**src/sv/rau_pkg.sv**
```systemverilog
package rau_pkg;

	localparam int OpW = 32;
	localparam int MagW = 2 * OpW;
	localparam int MagCntW = $clog2(MagW + 1);

	typedef enum logic [2:0] {
		OP_ADD = 3'd0,
		OP_SUB = 3'd1,
		OP_MUL = 3'd2,
		OP_DIV = 3'd3,
		OP_EQ  = 3'd4,
		OP_INC = 3'd5,
		OP_DEC = 3'd6,
		OP_NOP = 3'd7
	} op_t;

	typedef enum logic [1:0] {
		ST_OK   = 2'd0,
		ST_ZERO = 2'd1,
		ST_OVF  = 2'd2
	} status_t;

	// Sequencer states of the top level.
	typedef enum logic [3:0] {
		S_IDLE, S_MUL, S_SUM, S_CHK, S_GCD, S_GWAIT, S_DN, S_DNW, S_DD, S_DDW,
		S_FIN, S_OUT
	} state_t;

	// Requests to the shared divider: quotient and remainder of a / b.
	typedef struct packed {
		logic            start;
		logic [MagW-1:0] dividend;
		logic [MagW-1:0] divisor;
	} div_req_t;

	typedef struct packed {
		logic            done;
		logic            busy;
		logic [MagW-1:0] quot;
		logic [MagW-1:0] rem;
	} div_rsp_t;

endpackage

```
**src/sv/rau_div.sv**
```systemverilog
module rau_div (
	input  logic                clk,
	input  logic                arst_n,
	input  rau_pkg::div_req_t   req,
	output rau_pkg::div_rsp_t   rsp
);

	logic [rau_pkg::MagW-1:0]    quot_q;
	logic [rau_pkg::MagW-1:0]    rem_q;
	logic [rau_pkg::MagW-1:0]    dvs_q;
	logic [rau_pkg::MagCntW-1:0] cnt_q;
	logic                        busy_q;
	logic                        done_q;
	logic [rau_pkg::MagW:0]      trial;
	logic [rau_pkg::MagW:0]      diff;

	// One quotient bit per cycle, restoring.
	always_comb begin
		trial = {rem_q, quot_q[rau_pkg::MagW-1]};
		diff  = trial - {1'b0, dvs_q};
	end

	always_ff @(posedge clk or negedge arst_n) begin
		if (!arst_n) begin
			busy_q <= 1'b0;
			done_q <= 1'b0;
			cnt_q  <= '0;
		end else begin
			done_q <= 1'b0;
			if (req.start) begin
				busy_q <= 1'b1;
				cnt_q  <= rau_pkg::MagCntW'(rau_pkg::MagW);
			end else if (busy_q) begin
				cnt_q <= cnt_q - 1'b1;
				if (cnt_q == rau_pkg::MagCntW'(1)) begin
					busy_q <= 1'b0;
					done_q <= 1'b1;
				end
			end
		end
	end

	always_ff @(posedge clk) begin
		if (req.start) begin
			quot_q <= req.dividend;
			rem_q  <= '0;
			dvs_q  <= req.divisor;
		end else if (busy_q) begin
			if (!diff[rau_pkg::MagW]) begin
				rem_q <= diff[rau_pkg::MagW-1:0];
				quot_q <= {quot_q[rau_pkg::MagW-2:0], 1'b1};
			end else begin
				rem_q <= trial[rau_pkg::MagW-1:0];
				quot_q <= {quot_q[rau_pkg::MagW-2:0], 1'b0};
			end
		end
	end

	assign rsp.done = done_q;
	assign rsp.busy = busy_q;
	assign rsp.quot = quot_q;
	assign rsp.rem  = rem_q;

endmodule

```
**config.mk**
```make
export PLATFORM = sky130hd
export DESIGN_NAME = rau_div
export DESIGN_NICKNAME = d
export VERILOG_FILES = /design/src/sv/rau_pkg.sv /design/src/sv/rau_div.sv
export SDC_FILE = /design/constraint.sdc
export NUM_CORES = 1
export LEC_CHECK = 0
export ABC_CLOCK_PERIOD_IN_PS = 6570
export BUFFER_PORTS_ARGS = -buffer_cell sky130_fd_sc_hd__buf_2
export CORE_MARGIN = 8
export CORE_UTILIZATION = 35
export CTS_CLUSTER_SIZE = 10
export DETAILED_ROUTE_END_ITERATION = 10
export HOLD_SLACK_MARGIN = 0.08
export SLEW_MARGIN = 20
export SYNTH_ARGS = -nofsm -noshare
export SYNTH_HDL_FRONTEND = slang
export SYNTH_SLANG_ARGS = --single-unit
```
**constraint.sdc**
```tcl
create_clock -name clk -period 6.57 [get_ports clk]
set_input_delay 0.657 -clock clk [delete_from_list [all_inputs] [get_ports clk]]
set_output_delay 0.657 -clock clk [all_outputs]
set_load 0.05 [all_outputs]
```
==> out/metrics.yaml <==
worstSetupStartpointType: "register"
cp.required_ns: 7.02
crit_arrival_ns: 4.54
fin_crit_sh: 0.623
syn_to_final_growth_pct: 19.6
clk_pin_slew_ns: 0.07
p_leak_uw: 0.00641
setup_viol: 0
synth_area_mm2: 0.0123
die_h_um: 203
post_cts_buffers: 0
core_mm2: 0.0345
vias: 10100
vias_per_cell: 5.20
die-area_mm2: 0.0412
ys.flop_type: "edfxtp_1"
root_buffer: "clkbuf_16"
post_synth.cell_area_avg_um2: 9.90
nNetsFinal: 1658
cts_sinks: 201
drv_slew: 0
final_common_cell: "buf_2"
drc_errors: 0
synth_cell_type_count: 76
start_util: 0.355
p_switching_uw: 1410
finalInstanceArea_mm2: 0.0147
hpwlAfterDp_um: 26300
pwr-share-comb: 0.278
status: "finished clean"
setup_tns_ns: 0
first_iter_violations: 481
worstSetupPathType: "reg2reg"
p_clk_frac: 0.329
drive_above_1_share: 0.262
hold_viol: 0
cts.htree.levels: 1
reg2reg_depth: 14
worst_pin_slew_ns: 0.928
cts_buffers: 26
grt_pass1_vias: 10300
synth-edff-count: 128
grt_pass1_wl_um: 55300
end_kind: "register"
antenna_found_initial: 2
skew_ns: 0.0185
finalWorstSetupSlack_ns: 2.48
clock_latency_ns: 0.55
hold_depth: 1
dpl_cell_area_mm2: 0.0138
die_x_um: 203
max-clock-path-buffers: 3
port_buffers: 260
post_drt_wl_per_cell_um: 18.2
slew_headroom: 0.381
std_cell_rows: 68
netlist_instances: 1237
gp_congestion: 0.916
ys_warn_count: 0
rsz0062_at_grt: "false"
n_antenna_cell: 0
grtUsageTotal: 0.164
pin_count: 261
cts_tree: "built"
syn-num-nets: 1435
yosysSeqAreaShare: 0.437
seqPwrFrac: 0.392
postRouteAntennaNets: 0
power_density_mw_per_mm2: 277
hp-class: "in2reg"
ys_seq_elements: 201
max-vdd-ir-drop_mv: 0.217
fin_crit_ns: 4.09
drv_cap: 0
power.internal_uw: 2660
dr.pass1.iters: 7
grt_max_degree: 88
fmax_ghz: 0.244
synthArstFlopShare: 0.0448
drt_wl_total_um: 35200
dp_worst_setup_slack_ns: 2.46
path_max_fanout: 36
swShare: 0.346
layout_common_cells: "buf_2 (259), edfxtp_1 (128), nor2_1 (106)"
grt-ovfl-total: 0
-- per-stage QoR --
step | power [µW] | hold slack [ns] | utilization | std cells
after CTS | 4130 | 0.237 | 0.424 | 1935
after global routing | 4270 | 0.250 | 0.424 | 1935
final | 4060 | 0.281 | 0.424 | 1935
after detailed placement | 2750 | 0.502 | 0.401 | 1886
after global placement | 2740 | 0.495 | 0.401 | 1886
after floorplan | 2450 | 0.361 | - | 1237
-- registers in the layout (all words and copies together), names as in the netlist --
register and cells:
dvs_q 64, quot_q 64, rem_q 64, cnt_q 7, busy_q 1, done_q 1
-- path summary, 6_finish.rpt --
check | slack (ns) | endpoint | start
min | 0.28 | dvs_q[39] | req[39]
max | 2.48 | rem_q[14] | quot_q[63]
min reg2reg | 0.51 | rem_q[30] | rem_q[29]
min in group asynchronous | 0.55 | cnt_q[0] | arst_n
max in group asynchronous | 5.81 | busy_q | arst_n
max reg2reg | 2.48 | rem_q[14] | quot_q[63]
-- synthesized netlist by cell type (5+ instances only) --
library cell / n / share of area
nor2_1: 106 / 0.032
clkbuf_1: 50 / 0.015
xnor2_1: 40 / 0.029
nand3_1: 12 / 0.0049
xor2_1: 22 / 0.016
dfxtp_1: 64 / 0.10
dfrtp_1: 9 / 0.018
ha_1: 66 / 0.067
a21o_1: 31 / 0.019
a311oi_2: 8 / 0.0098
o21bai_1: 16 / 0.0098
nor4_1: 5 / 0.0026
o21a_1: 16 / 0.0098
o21ai_0: 47 / 0.019
o221ai_1: 5 / 0.0036
nor3_1: 18 / 0.0074
edfxtp_1: 128 / 0.31
nor2b_1: 5 / 0.0026
and3_1: 7 / 0.0036
nand4_1: 26 / 0.013
nand2_1: 98 / 0.030
mux2i_1: 42 / 0.034
and2_1: 8 / 0.0041
inv_1: 91 / 0.028
buf_2: 9 / 0.0037
o31ai_1: 5 / 0.0031
a311oi_1: 8 / 0.0057
buf_6: 5 / 0.0046
nor3b_1: 5 / 0.0031
a31oi_1: 12 / 0.0061
a211oi_1: 44 / 0.027
mux2_2: 63 / 0.058
a21oi_1: 86 / 0.035
nand2b_1: 6 / 0.0031
o211ai_1: 5 / 0.0031
-- power groups by stage --
| stage | Sequential [µW] | Combinational (µW) | Clock [µW] |
|---|---|---|---|
| 2_1_floorplan | 1890 | 560 | 0 |
| 3_3_place_gp | 1610 | 1130 | 0 |
| 3_5_place_dp | 1620 | 1140 | 0 |
| 4_1_cts | 1600 | 1140 | 1400 |
| 5_1_grt | 1610 | 1230 | 1430 |
| 6_report | 1590 | 1130 | 1340 |
-- timing repair --
| item | CTS | global route |
|---|---|---|
| gates resized for setup | 0 | 0 |
| hold endpoints to repair | 9 | 0 |
| endpoints found under the setup margin | 0 | 0 |
| hold buffers | 1 | 0 |
-- area by class of cell --
class                      instances  area (µm²)
timing repair buffer             266        1360
tap                              455         569
clock buffer                      43         764
multi-input combinational        874        6230
fill                            3476       19900
clock inverter                     5        40.0
sequential                       201        5350
inverter                          91         342
-- worst max-delay path, cell delays in order (launching register included) --
cell and delay, ns:
edfxtp_1 0.37, inv_1 0.08, ha_1 0.18, fa_1 0.22, nor2b_1 0.07, o2111a_1 0.26
o21a_1 0.20, o21ai_1 0.15, nand3_2 0.22, o21a_1 0.27, o211ai_2 0.21, and3_2 0.64
buf_4 0.65, mux2i_1 0.17, a211oi_1 0.28
-- cells by family after synthesis --
kind of cell	count (synthesis)	synth area share
AOI/OAI and AO/OA	321	0.179
and+or+nand+nor	319	0.124
DFF	201	0.437
buffers and inverters	162	0.0548
muxes	105	0.0922
adders and majority gates	67	0.0690
xor gates and xnor gates	62	0.0443
-- per-layer routing --
layer / track usage / vias up / share of wire
li1: - / 4987 / -
met1: 0.199 / 4681 / 0.43
met2: 0.271 / 325 / 0.46
met3: 0.0572 / 66 / 0.081
met4: 0.0464 / 2 / 0.027
met5: 0 / - / 0.00037
No activity file was read; power rests on OpenSTA's default activity.
